--- src/rtl/ecal_pkg.sv ---
`timescale 1ns / 1ps
// ----------------------------------------------------------------------------
// ecal_pkg - shared definitions for the epoch-to-calendar converter
// Command codes, divisor selects, datapath widths and calendar constants used
// by the controller and the datapath.
// ----------------------------------------------------------------------------
package ecal_pkg;

    // field widths
    localparam int EPOCH_W  = 32;
    localparam int ZONE_W   = 17;
    localparam int YEAR_W   = 12;
    localparam int MONTH_W  = 4;
    localparam int DAY_W    = 5;
    localparam int HOUR_W   = 5;
    localparam int MINUTE_W = 6;
    localparam int SECOND_W = 6;

    // local time biased by one day, always positive and below 2^33
    localparam int LOCAL_W = 33;

    // shared constant divider: dividend, reciprocal, quotient, divisor, remainder
    localparam int DIV_SHIFT = 26;
    localparam int DX_W      = 26;
    localparam int DM_W      = 21;
    localparam int PROD_W    = DX_W + DM_W;
    localparam int DQ_W      = 21;
    localparam int DD_W      = 12;
    localparam int DR_W      = 12;
    localparam int QD_W      = DQ_W + DD_W;
    localparam int CHK_W     = DX_W + 1;

    // calendar working widths
    localparam int DAYS_W = 16;
    localparam int SOD_W  = 17;
    localparam int DOE_W  = 18;
    localparam int YOE_W  = 9;
    localparam int DOY_W  = 9;
    localparam int MP_W   = 4;

    localparam logic [ZONE_W-1:0]  ZONE_RESET = 17'd28800;
    localparam logic [LOCAL_W-1:0] DAY_BIAS   = 33'd86400;

    // biased day count at which the era starting 2000-03-01 begins
    localparam logic [DAYS_W-1:0] ERA5_FIRST  = 16'd11018;
    // day of era for the biased day count, era starting 1600-03-01
    localparam logic [DOE_W-1:0]  ERA4_OFFSET = 18'd135079;

    localparam logic [YEAR_W-1:0] ERA4_YEAR = 12'd1600;
    localparam logic [YEAR_W-1:0] ERA5_YEAR = 12'd2000;

    // divisors
    localparam logic [DD_W-1:0] DIV_DAY  = 12'd675;   // 86400 >> 7
    localparam logic [DD_W-1:0] DIV_CYC  = 12'd1460;
    localparam logic [DD_W-1:0] DIV_YEAR = 12'd365;
    localparam logic [DD_W-1:0] DIV_HOUR = 12'd3600;
    localparam logic [DD_W-1:0] DIV_MIN  = 12'd60;

    // reciprocals, floor(2^DIV_SHIFT / d)
    localparam logic [DM_W-1:0] RECIP_DAY  = DM_W'((64'd1 << DIV_SHIFT) / 64'd675);
    localparam logic [DM_W-1:0] RECIP_CYC  = DM_W'((64'd1 << DIV_SHIFT) / 64'd1460);
    localparam logic [DM_W-1:0] RECIP_YEAR = DM_W'((64'd1 << DIV_SHIFT) / 64'd365);
    localparam logic [DM_W-1:0] RECIP_HOUR = DM_W'((64'd1 << DIV_SHIFT) / 64'd3600);
    localparam logic [DM_W-1:0] RECIP_MIN  = DM_W'((64'd1 << DIV_SHIFT) / 64'd60);

    // divisor selects, in order of use
    localparam int DSEL_W = 3;
    localparam logic [DSEL_W-1:0] DV_DAY  = 3'd0;
    localparam logic [DSEL_W-1:0] DV_CYC  = 3'd1;
    localparam logic [DSEL_W-1:0] DV_YEAR = 3'd2;
    localparam logic [DSEL_W-1:0] DV_HOUR = 3'd3;
    localparam logic [DSEL_W-1:0] DV_MIN  = 3'd4;

    // datapath commands
    localparam int OP_W = 4;
    localparam logic [OP_W-1:0] OP_NONE    = 4'd0;
    localparam logic [OP_W-1:0] OP_LOAD    = 4'd1;
    localparam logic [OP_W-1:0] OP_MUL     = 4'd2;
    localparam logic [OP_W-1:0] OP_QD      = 4'd3;
    localparam logic [OP_W-1:0] OP_FIX     = 4'd4;
    localparam logic [OP_W-1:0] OP_DAYS    = 4'd5;
    localparam logic [OP_W-1:0] OP_TSUM    = 4'd6;
    localparam logic [OP_W-1:0] OP_YDAYS   = 4'd7;
    localparam logic [OP_W-1:0] OP_DOY     = 4'd8;
    localparam logic [OP_W-1:0] OP_MONTH   = 4'd9;
    localparam logic [OP_W-1:0] OP_DATE    = 4'd10;
    localparam logic [OP_W-1:0] OP_HOUR    = 4'd11;
    localparam logic [OP_W-1:0] OP_PUBLISH = 4'd12;

    typedef struct packed {
        logic [OP_W-1:0]   op;
        logic [DSEL_W-1:0] dsel;
    } t_cmd;

    function automatic logic [DD_W-1:0] div_value(input logic [DSEL_W-1:0] sel);
        logic [DD_W-1:0] d;
        unique case (sel)
            DV_DAY:  d = DIV_DAY;
            DV_CYC:  d = DIV_CYC;
            DV_YEAR: d = DIV_YEAR;
            DV_HOUR: d = DIV_HOUR;
            DV_MIN:  d = DIV_MIN;
            default: d = DIV_MIN;
        endcase
        return d;
    endfunction

    function automatic logic [DM_W-1:0] div_recip(input logic [DSEL_W-1:0] sel);
        logic [DM_W-1:0] m;
        unique case (sel)
            DV_DAY:  m = RECIP_DAY;
            DV_CYC:  m = RECIP_CYC;
            DV_YEAR: m = RECIP_YEAR;
            DV_HOUR: m = RECIP_HOUR;
            DV_MIN:  m = RECIP_MIN;
            default: m = RECIP_MIN;
        endcase
        return m;
    endfunction

    // first day of each month in a March-based year
    function automatic logic [DOY_W-1:0] month_start(input logic [MP_W-1:0] mp);
        logic [DOY_W-1:0] s;
        unique case (mp)
            4'd0:    s = 9'd0;
            4'd1:    s = 9'd31;
            4'd2:    s = 9'd61;
            4'd3:    s = 9'd92;
            4'd4:    s = 9'd122;
            4'd5:    s = 9'd153;
            4'd6:    s = 9'd184;
            4'd7:    s = 9'd214;
            4'd8:    s = 9'd245;
            4'd9:    s = 9'd275;
            4'd10:   s = 9'd306;
            4'd11:   s = 9'd337;
            default: s = 9'd0;
        endcase
        return s;
    endfunction

endpackage

--- src/rtl/ecal_dpath.sv ---
`timescale 1ns / 1ps
// ----------------------------------------------------------------------------
// ecal_dpath - datapath of the epoch-to-calendar converter
// Zone register, a shared reciprocal divider (multiply, back-multiply, fix-up)
// and the calendar steps, each run on a command from the controller.
// ----------------------------------------------------------------------------
module ecal_dpath (
    input  logic                           i_clk,
    input  logic                           i_rst_n,
    input  ecal_pkg::t_cmd                 i_cmd,
    input  logic [ecal_pkg::EPOCH_W-1:0]   i_epoch_seconds,
    input  logic                           i_cfg_wr_en,
    input  logic [ecal_pkg::ZONE_W-1:0]    i_cfg_wr_data,
    output logic [ecal_pkg::YEAR_W-1:0]    o_year,
    output logic [ecal_pkg::MONTH_W-1:0]   o_month,
    output logic [ecal_pkg::DAY_W-1:0]     o_day,
    output logic [ecal_pkg::HOUR_W-1:0]    o_hour,
    output logic [ecal_pkg::MINUTE_W-1:0]  o_minute,
    output logic [ecal_pkg::SECOND_W-1:0]  o_second
);

    // zone offset register
    logic [ecal_pkg::ZONE_W-1:0] r_zone;

    // divider
    logic [ecal_pkg::DX_W-1:0]   r_dx,   n_dx;
    logic [ecal_pkg::PROD_W-1:0] r_prod, n_prod;
    logic [ecal_pkg::DQ_W-1:0]   r_dq,   n_dq;
    logic [ecal_pkg::DX_W-1:0]   r_dqd,  n_dqd;
    logic [ecal_pkg::DR_W-1:0]   r_dr,   n_dr;

    // calendar working registers
    logic [6:0]                     r_low7,  n_low7;
    logic [ecal_pkg::SOD_W-1:0]     r_sod,   n_sod;
    logic                           r_era5,  n_era5;
    logic [ecal_pkg::DOE_W-1:0]     r_doe,   n_doe;
    logic [ecal_pkg::YOE_W-1:0]     r_yoe,   n_yoe;
    logic [ecal_pkg::DOE_W-1:0]     r_ydays, n_ydays;
    logic [ecal_pkg::DOY_W-1:0]     r_doy,   n_doy;
    logic [ecal_pkg::MP_W-1:0]      r_mp,    n_mp;
    logic [ecal_pkg::DAY_W-1:0]     r_day,   n_day;
    logic [ecal_pkg::MONTH_W-1:0]   r_month, n_month;
    logic [ecal_pkg::YEAR_W-1:0]    r_year,  n_year;
    logic [ecal_pkg::HOUR_W-1:0]    r_hour,  n_hour;

    // result register
    logic [ecal_pkg::YEAR_W-1:0]    r_out_year,   n_out_year;
    logic [ecal_pkg::MONTH_W-1:0]   r_out_month,  n_out_month;
    logic [ecal_pkg::DAY_W-1:0]     r_out_day,    n_out_day;
    logic [ecal_pkg::HOUR_W-1:0]    r_out_hour,   n_out_hour;
    logic [ecal_pkg::MINUTE_W-1:0]  r_out_minute, n_out_minute;
    logic [ecal_pkg::SECOND_W-1:0]  r_out_second, n_out_second;

    logic [ecal_pkg::DD_W-1:0]    w_div_d;
    logic [ecal_pkg::DM_W-1:0]    w_div_m;
    logic [ecal_pkg::LOCAL_W-1:0] w_local;
    logic [ecal_pkg::DQ_W-1:0]    w_q0;
    logic [ecal_pkg::QD_W-1:0]    w_qd_full;
    logic [ecal_pkg::DX_W-1:0]    w_rem;
    logic [ecal_pkg::DAYS_W-1:0]  w_days;
    logic [ecal_pkg::DOE_W-1:0]   w_doe;
    logic [1:0]                   w_c36524;
    logic [ecal_pkg::YOE_W-1:0]   w_yoe;
    logic [1:0]                   w_c100;
    logic [ecal_pkg::MP_W-1:0]    w_mp;
    logic [ecal_pkg::DOY_W-1:0]   w_dstart;
    logic                         w_early;

    assign w_div_d = ecal_pkg::div_value(i_cmd.dsel);
    assign w_div_m = ecal_pkg::div_recip(i_cmd.dsel);

    // local time plus one day, never negative
    assign w_local = ecal_pkg::LOCAL_W'(i_epoch_seconds)
                   + {{(ecal_pkg::LOCAL_W - ecal_pkg::ZONE_W){r_zone[ecal_pkg::ZONE_W-1]}},
                      r_zone}
                   + ecal_pkg::DAY_BIAS;

    // quotient estimate is exact or one short
    assign w_q0      = r_prod[ecal_pkg::PROD_W-1:ecal_pkg::DIV_SHIFT];
    assign w_qd_full = ecal_pkg::QD_W'(w_q0) * ecal_pkg::QD_W'(w_div_d);
    assign w_rem     = r_dx - r_dqd;

    // era split: biased day count straight to day of era
    assign w_days = r_dq[ecal_pkg::DAYS_W-1:0];
    assign w_doe  = (w_days >= ecal_pkg::ERA5_FIRST)
                  ? ecal_pkg::DOE_W'(w_days - ecal_pkg::ERA5_FIRST)
                  : ecal_pkg::DOE_W'(w_days) + ecal_pkg::ERA4_OFFSET;

    // doe/36524 minus the last-day-of-era term; they cancel at the top
    assign w_c36524 = 2'(r_doe >= 18'd36524) + 2'(r_doe >= 18'd73048)
                    + 2'(r_doe >= 18'd109572);

    assign w_yoe  = r_dq[ecal_pkg::YOE_W-1:0];
    assign w_c100 = 2'(w_yoe >= 9'd100) + 2'(w_yoe >= 9'd200) + 2'(w_yoe >= 9'd300);

    // month of the March-based year by comparing against month starts
    always_comb begin
        w_mp = '0;
        for (int i = 1; i < 12; i++) begin
            w_mp = w_mp + ecal_pkg::MP_W'(r_doy >= ecal_pkg::month_start(ecal_pkg::MP_W'(i)));
        end
    end
    assign w_dstart = ecal_pkg::month_start(w_mp);

    // January and February belong to the following civil year
    assign w_early = (r_mp >= 4'd10);

    // command decode
    always_comb begin
        n_dx    = r_dx;
        n_prod  = r_prod;
        n_dq    = r_dq;
        n_dqd   = r_dqd;
        n_dr    = r_dr;
        n_low7  = r_low7;
        n_sod   = r_sod;
        n_era5  = r_era5;
        n_doe   = r_doe;
        n_yoe   = r_yoe;
        n_ydays = r_ydays;
        n_doy   = r_doy;
        n_mp    = r_mp;
        n_day   = r_day;
        n_month = r_month;
        n_year  = r_year;
        n_hour  = r_hour;
        n_out_year   = r_out_year;
        n_out_month  = r_out_month;
        n_out_day    = r_out_day;
        n_out_hour   = r_out_hour;
        n_out_minute = r_out_minute;
        n_out_second = r_out_second;
        unique case (i_cmd.op)
            ecal_pkg::OP_LOAD: begin
                n_dx   = w_local[ecal_pkg::LOCAL_W-1:7];
                n_low7 = w_local[6:0];
            end
            ecal_pkg::OP_MUL: begin
                n_prod = ecal_pkg::PROD_W'(r_dx) * ecal_pkg::PROD_W'(w_div_m);
            end
            ecal_pkg::OP_QD: begin
                n_dq  = w_q0;
                n_dqd = w_qd_full[ecal_pkg::DX_W-1:0];
            end
            ecal_pkg::OP_FIX: begin
                if (w_rem >= ecal_pkg::DX_W'(w_div_d)) begin
                    n_dq = r_dq + 1'b1;
                    n_dr = ecal_pkg::DR_W'(w_rem - ecal_pkg::DX_W'(w_div_d));
                end else begin
                    n_dr = ecal_pkg::DR_W'(w_rem);
                end
            end
            ecal_pkg::OP_DAYS: begin
                n_sod  = {r_dr[9:0], r_low7};
                n_era5 = (w_days >= ecal_pkg::ERA5_FIRST);
                n_doe  = w_doe;
                n_dx   = ecal_pkg::DX_W'(w_doe);
            end
            ecal_pkg::OP_TSUM: begin
                n_dx = ecal_pkg::DX_W'(r_doe - ecal_pkg::DOE_W'(r_dq[6:0])
                                      + ecal_pkg::DOE_W'(w_c36524));
            end
            ecal_pkg::OP_YDAYS: begin
                n_yoe   = w_yoe;
                n_ydays = ecal_pkg::DOE_W'(w_yoe) * 18'd365
                        + ecal_pkg::DOE_W'(w_yoe[ecal_pkg::YOE_W-1:2])
                        - ecal_pkg::DOE_W'(w_c100);
            end
            ecal_pkg::OP_DOY: begin
                n_doy = ecal_pkg::DOY_W'(r_doe - r_ydays);
            end
            ecal_pkg::OP_MONTH: begin
                n_mp  = w_mp;
                n_day = ecal_pkg::DAY_W'(r_doy - w_dstart + 9'd1);
            end
            ecal_pkg::OP_DATE: begin
                n_month = w_early ? r_mp - 4'd9 : r_mp + 4'd3;
                n_year  = ecal_pkg::YEAR_W'(r_yoe)
                        + (r_era5 ? ecal_pkg::ERA5_YEAR : ecal_pkg::ERA4_YEAR)
                        + ecal_pkg::YEAR_W'(w_early);
                n_dx    = ecal_pkg::DX_W'(r_sod);
            end
            ecal_pkg::OP_HOUR: begin
                n_hour = r_dq[ecal_pkg::HOUR_W-1:0];
                n_dx   = ecal_pkg::DX_W'(r_dr);
            end
            ecal_pkg::OP_PUBLISH: begin
                n_out_year   = r_year;
                n_out_month  = r_month;
                n_out_day    = r_day;
                n_out_hour   = r_hour;
                n_out_minute = r_dq[ecal_pkg::MINUTE_W-1:0];
                n_out_second = r_dr[ecal_pkg::SECOND_W-1:0];
            end
            default: begin
            end
        endcase
    end

    // zone register
    always_ff @(posedge i_clk) begin
        if (!i_rst_n) begin
            r_zone <= ecal_pkg::ZONE_RESET;
        end else if (i_cfg_wr_en) begin
            r_zone <= i_cfg_wr_data;
        end
    end

    // payload registers, no reset
    always_ff @(posedge i_clk) begin
        r_dx    <= n_dx;
        r_prod  <= n_prod;
        r_dq    <= n_dq;
        r_dqd   <= n_dqd;
        r_dr    <= n_dr;
        r_low7  <= n_low7;
        r_sod   <= n_sod;
        r_era5  <= n_era5;
        r_doe   <= n_doe;
        r_yoe   <= n_yoe;
        r_ydays <= n_ydays;
        r_doy   <= n_doy;
        r_mp    <= n_mp;
        r_day   <= n_day;
        r_month <= n_month;
        r_year  <= n_year;
        r_hour  <= n_hour;
        r_out_year   <= n_out_year;
        r_out_month  <= n_out_month;
        r_out_day    <= n_out_day;
        r_out_hour   <= n_out_hour;
        r_out_minute <= n_out_minute;
        r_out_second <= n_out_second;
    end

    assign o_year   = r_out_year;
    assign o_month  = r_out_month;
    assign o_day    = r_out_day;
    assign o_hour   = r_out_hour;
    assign o_minute = r_out_minute;
    assign o_second = r_out_second;

    // divider fix-up leaves a remainder below the divisor
    a_div_rem_bound: assert property (@(posedge i_clk) disable iff (!i_rst_n)
        ($past(i_rst_n) && $past(i_cmd.op) == ecal_pkg::OP_FIX)
        |-> (r_dr < $past(w_div_d)))
        else $error("divider remainder not below divisor");

    // quotient and remainder rebuild the dividend
    a_div_exact: assert property (@(posedge i_clk) disable iff (!i_rst_n)
        ($past(i_rst_n) && $past(i_cmd.op) == ecal_pkg::OP_FIX)
        |-> (ecal_pkg::CHK_W'(r_dq) * ecal_pkg::CHK_W'($past(w_div_d))
             + ecal_pkg::CHK_W'(r_dr) == ecal_pkg::CHK_W'(r_dx)))
        else $error("divider quotient and remainder inconsistent");

    // month step gives a day from 1 and a month index below 12
    a_month_range: assert property (@(posedge i_clk) disable iff (!i_rst_n)
        ($past(i_rst_n) && $past(i_cmd.op) == ecal_pkg::OP_MONTH)
        |-> (r_day != 5'd0 && r_mp <= 4'd11))
        else $error("month step out of range");

endmodule

--- src/rtl/ecal_ctrl.sv ---
`timescale 1ns / 1ps
// ----------------------------------------------------------------------------
// ecal_ctrl - sequencer of the epoch-to-calendar converter
// Steps the datapath through the divisions and calendar steps, owns both
// handshakes and holds a finished beat until the receiver takes it.
// ----------------------------------------------------------------------------
module ecal_ctrl (
    input  logic            i_clk,
    input  logic            i_rst_n,
    input  logic            i_valid,
    output logic            o_stall,
    output logic            o_valid,
    input  logic            i_stall,
    output ecal_pkg::t_cmd  o_cmd
);

    localparam int ST_W = 4;
    localparam logic [ST_W-1:0] ST_IDLE    = 4'd0;
    localparam logic [ST_W-1:0] ST_MUL     = 4'd1;
    localparam logic [ST_W-1:0] ST_QD      = 4'd2;
    localparam logic [ST_W-1:0] ST_FIX     = 4'd3;
    localparam logic [ST_W-1:0] ST_DAYS    = 4'd4;
    localparam logic [ST_W-1:0] ST_TSUM    = 4'd5;
    localparam logic [ST_W-1:0] ST_YDAYS   = 4'd6;
    localparam logic [ST_W-1:0] ST_DOY     = 4'd7;
    localparam logic [ST_W-1:0] ST_MONTH   = 4'd8;
    localparam logic [ST_W-1:0] ST_DATE    = 4'd9;
    localparam logic [ST_W-1:0] ST_HOUR    = 4'd10;
    localparam logic [ST_W-1:0] ST_PUBLISH = 4'd11;

    logic [ST_W-1:0]             r_state, n_state;
    logic [ecal_pkg::DSEL_W-1:0] r_dsel,  n_dsel;
    logic                        r_out_valid, n_out_valid;
    logic                        w_accept;
    logic                        w_slot_free;
    logic                        w_publish;

    assign w_accept    = (r_state == ST_IDLE) && i_valid;
    assign w_slot_free = !r_out_valid || !i_stall;
    assign w_publish   = (r_state == ST_PUBLISH) && w_slot_free;

    // next state and divisor select
    always_comb begin
        n_state = r_state;
        n_dsel  = r_dsel;
        unique case (r_state)
            ST_IDLE: begin
                if (i_valid) begin
                    n_state = ST_MUL;
                    n_dsel  = ecal_pkg::DV_DAY;
                end
            end
            ST_MUL:  n_state = ST_QD;
            ST_QD:   n_state = ST_FIX;
            ST_FIX: begin
                unique case (r_dsel)
                    ecal_pkg::DV_DAY:  n_state = ST_DAYS;
                    ecal_pkg::DV_CYC:  n_state = ST_TSUM;
                    ecal_pkg::DV_YEAR: n_state = ST_YDAYS;
                    ecal_pkg::DV_HOUR: n_state = ST_HOUR;
                    ecal_pkg::DV_MIN:  n_state = ST_PUBLISH;
                    default:           n_state = ST_IDLE;
                endcase
            end
            ST_DAYS: begin
                n_state = ST_MUL;
                n_dsel  = ecal_pkg::DV_CYC;
            end
            ST_TSUM: begin
                n_state = ST_MUL;
                n_dsel  = ecal_pkg::DV_YEAR;
            end
            ST_YDAYS: n_state = ST_DOY;
            ST_DOY:   n_state = ST_MONTH;
            ST_MONTH: n_state = ST_DATE;
            ST_DATE: begin
                n_state = ST_MUL;
                n_dsel  = ecal_pkg::DV_HOUR;
            end
            ST_HOUR: begin
                n_state = ST_MUL;
                n_dsel  = ecal_pkg::DV_MIN;
            end
            ST_PUBLISH: begin
                if (w_slot_free) begin
                    n_state = ST_IDLE;
                end
            end
            default: n_state = ST_IDLE;
        endcase
    end

    // command to the datapath
    always_comb begin
        o_cmd.dsel = r_dsel;
        unique case (r_state)
            ST_IDLE:    o_cmd.op = w_accept ? ecal_pkg::OP_LOAD : ecal_pkg::OP_NONE;
            ST_MUL:     o_cmd.op = ecal_pkg::OP_MUL;
            ST_QD:      o_cmd.op = ecal_pkg::OP_QD;
            ST_FIX:     o_cmd.op = ecal_pkg::OP_FIX;
            ST_DAYS:    o_cmd.op = ecal_pkg::OP_DAYS;
            ST_TSUM:    o_cmd.op = ecal_pkg::OP_TSUM;
            ST_YDAYS:   o_cmd.op = ecal_pkg::OP_YDAYS;
            ST_DOY:     o_cmd.op = ecal_pkg::OP_DOY;
            ST_MONTH:   o_cmd.op = ecal_pkg::OP_MONTH;
            ST_DATE:    o_cmd.op = ecal_pkg::OP_DATE;
            ST_HOUR:    o_cmd.op = ecal_pkg::OP_HOUR;
            ST_PUBLISH: o_cmd.op = w_publish ? ecal_pkg::OP_PUBLISH : ecal_pkg::OP_NONE;
            default:    o_cmd.op = ecal_pkg::OP_NONE;
        endcase
    end

    // output beat held until taken
    always_comb begin
        if (w_publish) begin
            n_out_valid = 1'b1;
        end else if (!i_stall) begin
            n_out_valid = 1'b0;
        end else begin
            n_out_valid = r_out_valid;
        end
    end

    always_ff @(posedge i_clk) begin
        if (!i_rst_n) begin
            r_state     <= ST_IDLE;
            r_dsel      <= ecal_pkg::DV_DAY;
            r_out_valid <= 1'b0;
        end else begin
            r_state     <= n_state;
            r_dsel      <= n_dsel;
            r_out_valid <= n_out_valid;
        end
    end

    assign o_stall = (r_state != ST_IDLE);
    assign o_valid = r_out_valid;

    // a new result only ever comes out of the publish step
    a_valid_from_publish: assert property (@(posedge i_clk) disable iff (!i_rst_n)
        ($past(i_rst_n) && $rose(r_out_valid)) |-> ($past(r_state) == ST_PUBLISH))
        else $error("result raised outside publish step");

    // publish is reached only after the last division
    a_publish_after_min: assert property (@(posedge i_clk) disable iff (!i_rst_n)
        (r_state == ST_PUBLISH) |-> (r_dsel == ecal_pkg::DV_MIN))
        else $error("publish reached before minute division");

    // a held result is never overwritten
    a_no_overwrite: assert property (@(posedge i_clk) disable iff (!i_rst_n)
        (o_cmd.op == ecal_pkg::OP_PUBLISH) |-> (!r_out_valid || !i_stall))
        else $error("publish over a stalled result");

endmodule

--- src/rtl/epoch_seconds_to_calendar.sv ---
`timescale 1ns / 1ps
// ----------------------------------------------------------------------------
// epoch_seconds_to_calendar - epoch seconds to local Gregorian date and time
// Input channel: i_valid / o_stall carry i_epoch_seconds. A beat is taken at a
//   rising edge with i_valid high and o_stall low.
// Output channel: o_valid / i_stall carry year, month, day, hour, minute and
//   second. A beat is taken at a rising edge with o_valid high, i_stall low.
// Configuration: i_cfg_wr_en writes i_cfg_wr_data into the signed zone offset,
//   which is added to the epoch count. Write only while the block is idle.
// Sequencing: one item is in work at a time, so the block takes no new item
//   until the last one has been published. Each item makes five passes
//   through the one shared reciprocal divider (multiply, back-multiply,
//   fix-up) plus the calendar steps between them.
// Stall: a finished result waits in the output register; if it is still held
//   when the next result is ready, the sequencer waits in its last step and
//   o_stall stays high.
// Reset (synchronous, active low): both channels empty, zone offset 28800.
// ----------------------------------------------------------------------------
module epoch_seconds_to_calendar (
    input  logic                           i_clk,
    input  logic                           i_rst_n,
    input  logic                           i_valid,
    output logic                           o_stall,
    input  logic [ecal_pkg::EPOCH_W-1:0]   i_epoch_seconds,
    output logic                           o_valid,
    input  logic                           i_stall,
    output logic [ecal_pkg::YEAR_W-1:0]    o_year,
    output logic [ecal_pkg::MONTH_W-1:0]   o_month,
    output logic [ecal_pkg::DAY_W-1:0]     o_day,
    output logic [ecal_pkg::HOUR_W-1:0]    o_hour,
    output logic [ecal_pkg::MINUTE_W-1:0]  o_minute,
    output logic [ecal_pkg::SECOND_W-1:0]  o_second,
    input  logic                           i_cfg_wr_en,
    input  logic [ecal_pkg::ZONE_W-1:0]    i_cfg_wr_data
);

    ecal_pkg::t_cmd w_cmd;

    // sequencer
    ecal_ctrl u_ctrl (
        .i_clk   (i_clk),
        .i_rst_n (i_rst_n),
        .i_valid (i_valid),
        .o_stall (o_stall),
        .o_valid (o_valid),
        .i_stall (i_stall),
        .o_cmd   (w_cmd)
    );

    // arithmetic and result register
    ecal_dpath u_dpath (
        .i_clk           (i_clk),
        .i_rst_n         (i_rst_n),
        .i_cmd           (w_cmd),
        .i_epoch_seconds (i_epoch_seconds),
        .i_cfg_wr_en     (i_cfg_wr_en),
        .i_cfg_wr_data   (i_cfg_wr_data),
        .o_year          (o_year),
        .o_month         (o_month),
        .o_day           (o_day),
        .o_hour          (o_hour),
        .o_minute        (o_minute),
        .o_second        (o_second)
    );

endmodule
--- config.mk ---
export PLATFORM = sky130hd
export DESIGN_NAME = epoch_seconds_to_calendar
export DESIGN_NICKNAME = d
export VERILOG_FILES = /design/src/rtl/ecal_pkg.sv /design/src/rtl/ecal_dpath.sv /design/src/rtl/ecal_ctrl.sv /design/src/rtl/epoch_seconds_to_calendar.sv
export SDC_FILE = /design/constraint.sdc
export NUM_CORES = 2
export LEC_CHECK = 0
export BUFFER_PORTS_ARGS = -buffer_cell sky130_fd_sc_hd__buf_4
export CORE_MARGIN = 5
export CORE_UTILIZATION = 30
export DETAILED_ROUTE_END_ITERATION = 6
export PLACE_DENSITY = 0.54
export SYNTH_ARGS = -nofsm -noshare
export SYNTH_HDL_FRONTEND = slang
export SYNTH_SLANG_ARGS = --single-unit
--- constraint.sdc ---
create_clock -name i_clk -period 19.5 [get_ports i_clk]
set_input_delay 1.95 -clock i_clk [delete_from_list [all_inputs] [get_ports i_clk]]
set_output_delay 1.95 -clock i_clk [all_outputs]
set_load 0.01 [all_outputs]
; ---- Yosys cells after proc, flatten, opt, wreduce, memory -nomap -nowiden
; Memory sizes are Yosys's and may differ from the RTL's.
; Cells that the tools add are included.
[op_classes]
n_mux = 20
eq_ne = 31
n_reduce_logical = 15
n_mul = 3
add_sub_neg = 32
n_lt_le_gt_ge = 20
[op_table]
columns = cell, count
row1 = case mux 26 bit (5 select lines), 1
row2 = case mux 21 bit (4 select lines), 1
row3 = case mux 12 bit (4 select lines), 1
row4 = case mux 4 bit (12 select lines), 1
row5 = multiplier 26 x 21 -> 47 bit, 1
row6 = ">= comparator 9 x 8 -> 1 bit, second input constant", 5
row7 = case mux 21 bit (2 select lines), 1
row8 = adder 4 x 1 -> 4 bit, 9
row9 = "equality test 4 bit, second input constant", 9
row10 = ">= comparator 18 x 17 -> 1 bit, second input constant", 2
row11 = ">= comparator 9 bit, second input constant", 4
row12 = case mux 4 bit (9 select lines), 1
row13 = adder 32 x 33 -> 33 bit, 1
row14 = "adder 33 x 17 -> 33 bit, second input constant", 1
row15 = "equality test 4 x 3 -> 1 bit, second input constant", 8
row16 = ">= comparator 9 x 7 -> 1 bit, second input constant", 3
row17 = adder 26 x 2 -> 26 bit, 1
row18 = >= comparator 26 x 12 -> 1 bit, 1
row19 = multiplier 21 x 12 -> 26 bit, 1
row20 = subtractor 26 bit, 1
row21 = "adder 21 x 1 -> 21 bit, second input constant", 1
row22 = two-way mux 21 bit, 1
row23 = case mux 4 bit (5 select lines), 1
row24 = subtractor 18 x 7 -> 19 bit, 1
row25 = 44 further kinds, 64
[totals]
wordCells = 149
register_bits = 295
output_inout_bits = 40
memories = 1
mem_bits_ro = 144
[mem_list]
columns = memory, words, width, read_ports, rd_clocked_by_memory_dff, wr, line
row1 = (name not given), 16, 9, 1, 0, 0, ecal_pkg.sv:124  ; unique case (mp)

; ---- Logic depth before layout (Yosys ltp)
; An unclocked memory read counts as a cell.
[depth]
ltp_word = 14
depth_mapped = 33
depth_no_buf = 30

; ---- By module
; A second synthesis with hierarchy kept.
[hier_totals]
hier_cells = 4169
hier_area_um2 = 39771.9
[modules_own_cells]
columns = mod, n_inst, cells_per_inst, area_each_um2
row1 = ecal_dpath, 1, 4087, 39143.8
row2 = ecal_ctrl, 1, 82, 628.1

; ---- Worst setup path after synthesis
; No wires, ideal clock.
[synth_path]
path_kind = register to register
start = reg u_ctrl.r_dsel[2] in the netlist's numbering
end = reg u_dpath.r_prod[43] in the netlist's numbering, data pin
arrival_time_ps = 8030
path_slack_ps = 11331
required_time_ps = 19361
period_less_slack_ps = 8169
stages_incl_launch_ff = 31
setup_ps = 139
cell_sequence = dfxtp_1 clkbuf_1 nor2b_1 and2_1 clkbuf_1 inv_1 nand2_1 inv_1 clkbuf_1 nor2b_1 fa_1 fa_1 inv_1 fa_1 inv_1 fa_1 fa_1 fa_1 inv_1 fa_1 inv_1 ha_1 a2111o_1 or4_1 a32oi_1 o21ai_1 a41o_1 a31oi_1 a21oi_1 or4b_1 nand4b_1
[synth_via]
elab_chain_cells = 3
word_cells_on_any_way = 6
[synth_rtl]
columns = item, line
row1 = "start, declared", ecal_ctrl.sv:32  ; logic [ecal_pkg::DSEL_W-1:0] r_dsel, n_dsel;
row2 = "start signal, assigned", ecal_ctrl.sv:127  ; r_dsel <= ecal_pkg::DV_DAY;
row3 = "start signal, assigned", ecal_ctrl.sv:131  ; r_dsel <= n_dsel;
row4 = "equality test 3 x 2 -> 1 bit, or another cell as far along", ecal_pkg.sv:110  ; unique case (sel)
row5 = case mux 21 bit (4 select lines) *, ecal_pkg.sv:110
row6 = multiplier 26 x 21 -> 47 bit *, ecal_dpath.sv:139  ; n_prod = ecal_pkg::PROD_W'(r_dx) * ecal_pkg::PROD_W'(w_div_m);
row7 = "end signal, assigned", ecal_dpath.sv:212  ; r_prod <= n_prod;
row8 = "end, declared", ecal_dpath.sv:27  ; logic [ecal_pkg::PROD_W-1:0] r_prod, n_prod;
; Mark *: on every way between the ends. The rest lies on a longest branch, timed or not.
; A chain may end at the register's enable or synchronous reset.

; ---- Final worst setup path
; Same ends and word-level chain as after synthesis.

==> metrics.txt <==
Area growth, synth to finish=9.78%; flop-to-flop setup slack=9.12 ns; Vias=29077; clk_lat worst skew=0.56 ns; Post-synth EDFFs=239; Synth Register Bits=264; CTS root buf=clkbuf_16; critical path's most frequent cell=fa_1; die area=140000 µm²; Nets=5268; net count after synthesis=5242; Pins Over Slew Limit=0; WL per Instance=19.6 µm; Seq/Total Area, Yosys=19.3%; synth warn=0; Final setup viols=0; row count=133; top-level port count=94; max-cap check violation count=0; detailed-placement wirelength estimate=91000 µm; outcome=complete, no violations; GR Layer Usage met2=28.0%; Period Utilization, post-route=53.3%; # clock sinks=264; Setup CP Type=reg -> reg; RD Place Congestion=0.882; H-tree levels=2; largest net degree at the start of global routing=53; synth top area cells=fa_1 30%, edfxtp_1 18%, ha_1 13%; required time worst endpoint=19.89 ns; TritonCTS Buffers=35; Worst setup SP type=flop; async set-reset flop share out of synthesis=0%; final WL=118000 µm; Post-CTS Hold Buffers=0; Die Wd=374 µm; CTS tree=yes; Initial DRC Count=1884; Mapped Area=39700 µm²; Clk pin slew, worst setup/hold paths=0.06 ns; core area=131000 µm²; CP arrival=10.77 ns; crit-path max FO=42; post-synthesis cell count=4188; Max-slew headroom=4.12%; Avg Inst Size Synth=9.48 µm²; number of fill cells in the layout=13683; Synth Flop Type=edfxtp_1; DR DRC count=0; ANT cells=0; area share of the largest cell type after synthesis=30.3%; initial antenna violation count=3; Post-DRT Antenna Nets=0; Hold Path Class=reg -> reg; Critical Path Max Stage Delay=1.19 ns; met1 GRT Util=23.1%; first-pass GRT wire length=183000 µm; slowest CP cell=nor2_1; vias in the first global route=30210; GRT overflow=0; GR peak layer=met2; Achievable Freq=0.0963 GHz; Initial Util=30.2%; measured slew at the worst slew-check pin=1.43 ns; Clock Skew=0.0386 ns; Max clock buf depth=3; min Tclk post-route=10.38 ns; met3 Use GR=1.94%; Hold Fails Final Rpt=0; CTS resizes=0; critical path capture point type=flop; Cell variety after synth=83; layout cells sized above 1=6.01%; GRT Overall Usage=16.8%; die height=374 µm; setup_tns=0 ns; port bufs=93; first-pass iteration count of the detailed router=6; cell taking the most area after synthesis=fa_1; RSZ-0062 raised after global routing=no; vias per inst=4.85; Post-CTS Setup Bufs=0
==> layout by cell type, fill, tap and decap left out, drive strengths merged, types with 40 or more instances in the layout <==
cell type / n
a21o: 69
a21oi: 130
and2: 213
and3: 78
buf: 152
clkbuf: 42
edfxtp: 239
fa: 602
ha: 398
inv: 912
nand2: 412
nand3: 49
nor2: 130
nor2b: 60
nor3: 40
o21ai: 121
xnor2: 122
xor2: 41
==> worst paths after layout <==
path                                                    start                           end  cells past startpoint
worst max-delay path            u_ctrl.r_dsel[2]$_SDFFE_PN0P_  u_dpath.r_prod[43]$_DFFE_PN_                     28
worst min register to register   u_dpath.r_month[3]$_DFFE_PN_  u_dpath.o_month[3]$_DFFE_PN_                      0
worst min-delay path             u_dpath.r_month[3]$_DFFE_PN_  u_dpath.o_month[3]$_DFFE_PN_                      0
worst max register to register  u_ctrl.r_dsel[2]$_SDFFE_PN0P_  u_dpath.r_prod[43]$_DFFE_PN_                     28
==> cell families after synthesis <==
family                   share of synthesized area (%)
AND/OR/NAND/NOR                                   13.7
buffers and inverters                             10.2
adder cells (fa/ha/maj)                           42.9
AO/OA/AOI/OAI                                     9.20
flip-flops                                        19.3
XOR/XNOR                                          3.59
multiplexers                                      1.15
==> metrics by stage <==
stage	hold WS (ns)	instances	area (µm²)	utilization, %	setup slack (ns)
global placement	0.402	5932	42500	32.3	9.49
floorplan	0.400	4188	39700	-	11.33
CTS	0.420	5996	43600	33.2	9.27
finish	0.417	5996	43600	33.2	9.12
global route	0.422	5996	43600	33.2	8.62
detailed placement	0.406	5932	42500	32.3	9.30
==> final cells by class <==
type / instances / area [µm²] / share of cell area [%]
inverters: 911 / 3420 / 7.84
well taps: 1755 / 2200 / 5.04
flip-flops and latches: 264 / 7680 / 17.6
clock buffers: 42 / 932 / 2.14
clock inverters: 22 / 180 / 0.413
repair buffers: 152 / 1140 / 2.62
multi-input cells: 2850 / 28100 / 64.3
==> sequential cells by signal, indices dropped and copies added (netlist names), 12 cells and up <==
register	cells
u_dpath.o_year	12
u_dpath.r_doe	18
u_dpath.r_dq	16
u_dpath.r_dqd	26
u_dpath.r_dr	12
u_dpath.r_dx	26
u_dpath.r_prod	21
u_dpath.r_sod	17
u_dpath.r_year	12
u_dpath.r_zone	17
==> per-layer routing <==
layer  share of wire, %  wire length (µm)
met3                5.3              6180
met5             0.0093                11
met4                3.2              3750
met1                 44             52300
met2                 47             55500
==> cells in the mapped netlist (all sizes together) (6+ instances only) <==
cell	instances
mux2	15
dfxtp	25
or2	13
o21a	34
a22oi	10
nand2b	34
o2111ai	7
o31ai	7
o31a	7
or3	19
a211oi	18
xnor2	122
a31oi	25
a222oi	9
clkbuf	159
nor2b	60
fa	602
o21ai	121
nor3	40
and2	213
a21o	69
nor2	130
mux2i	26
nand4	13
and3	78
nand2	412
nor4	10
nand3	49
a21oi	130
inv	907
a211o	7
xor2	41
edfxtp	239
a21boi	13
o211ai	16
ha	398
o22ai	6
o21bai	17
==> critical path, delay by kind of cell (launching register included) <==
family / cells / cell delay (ns)
compound gates: 6 / 1.65
fa+ha+maj: 8 / 3.85
flops: 1 / 0.37
buf+inv: 8 / 1.47
simple gates: 6 / 2.82
Power is left out: the tool's default activity adds up to more than one toggle a clock period on the data nets, which glitch-free logic cannot reach.
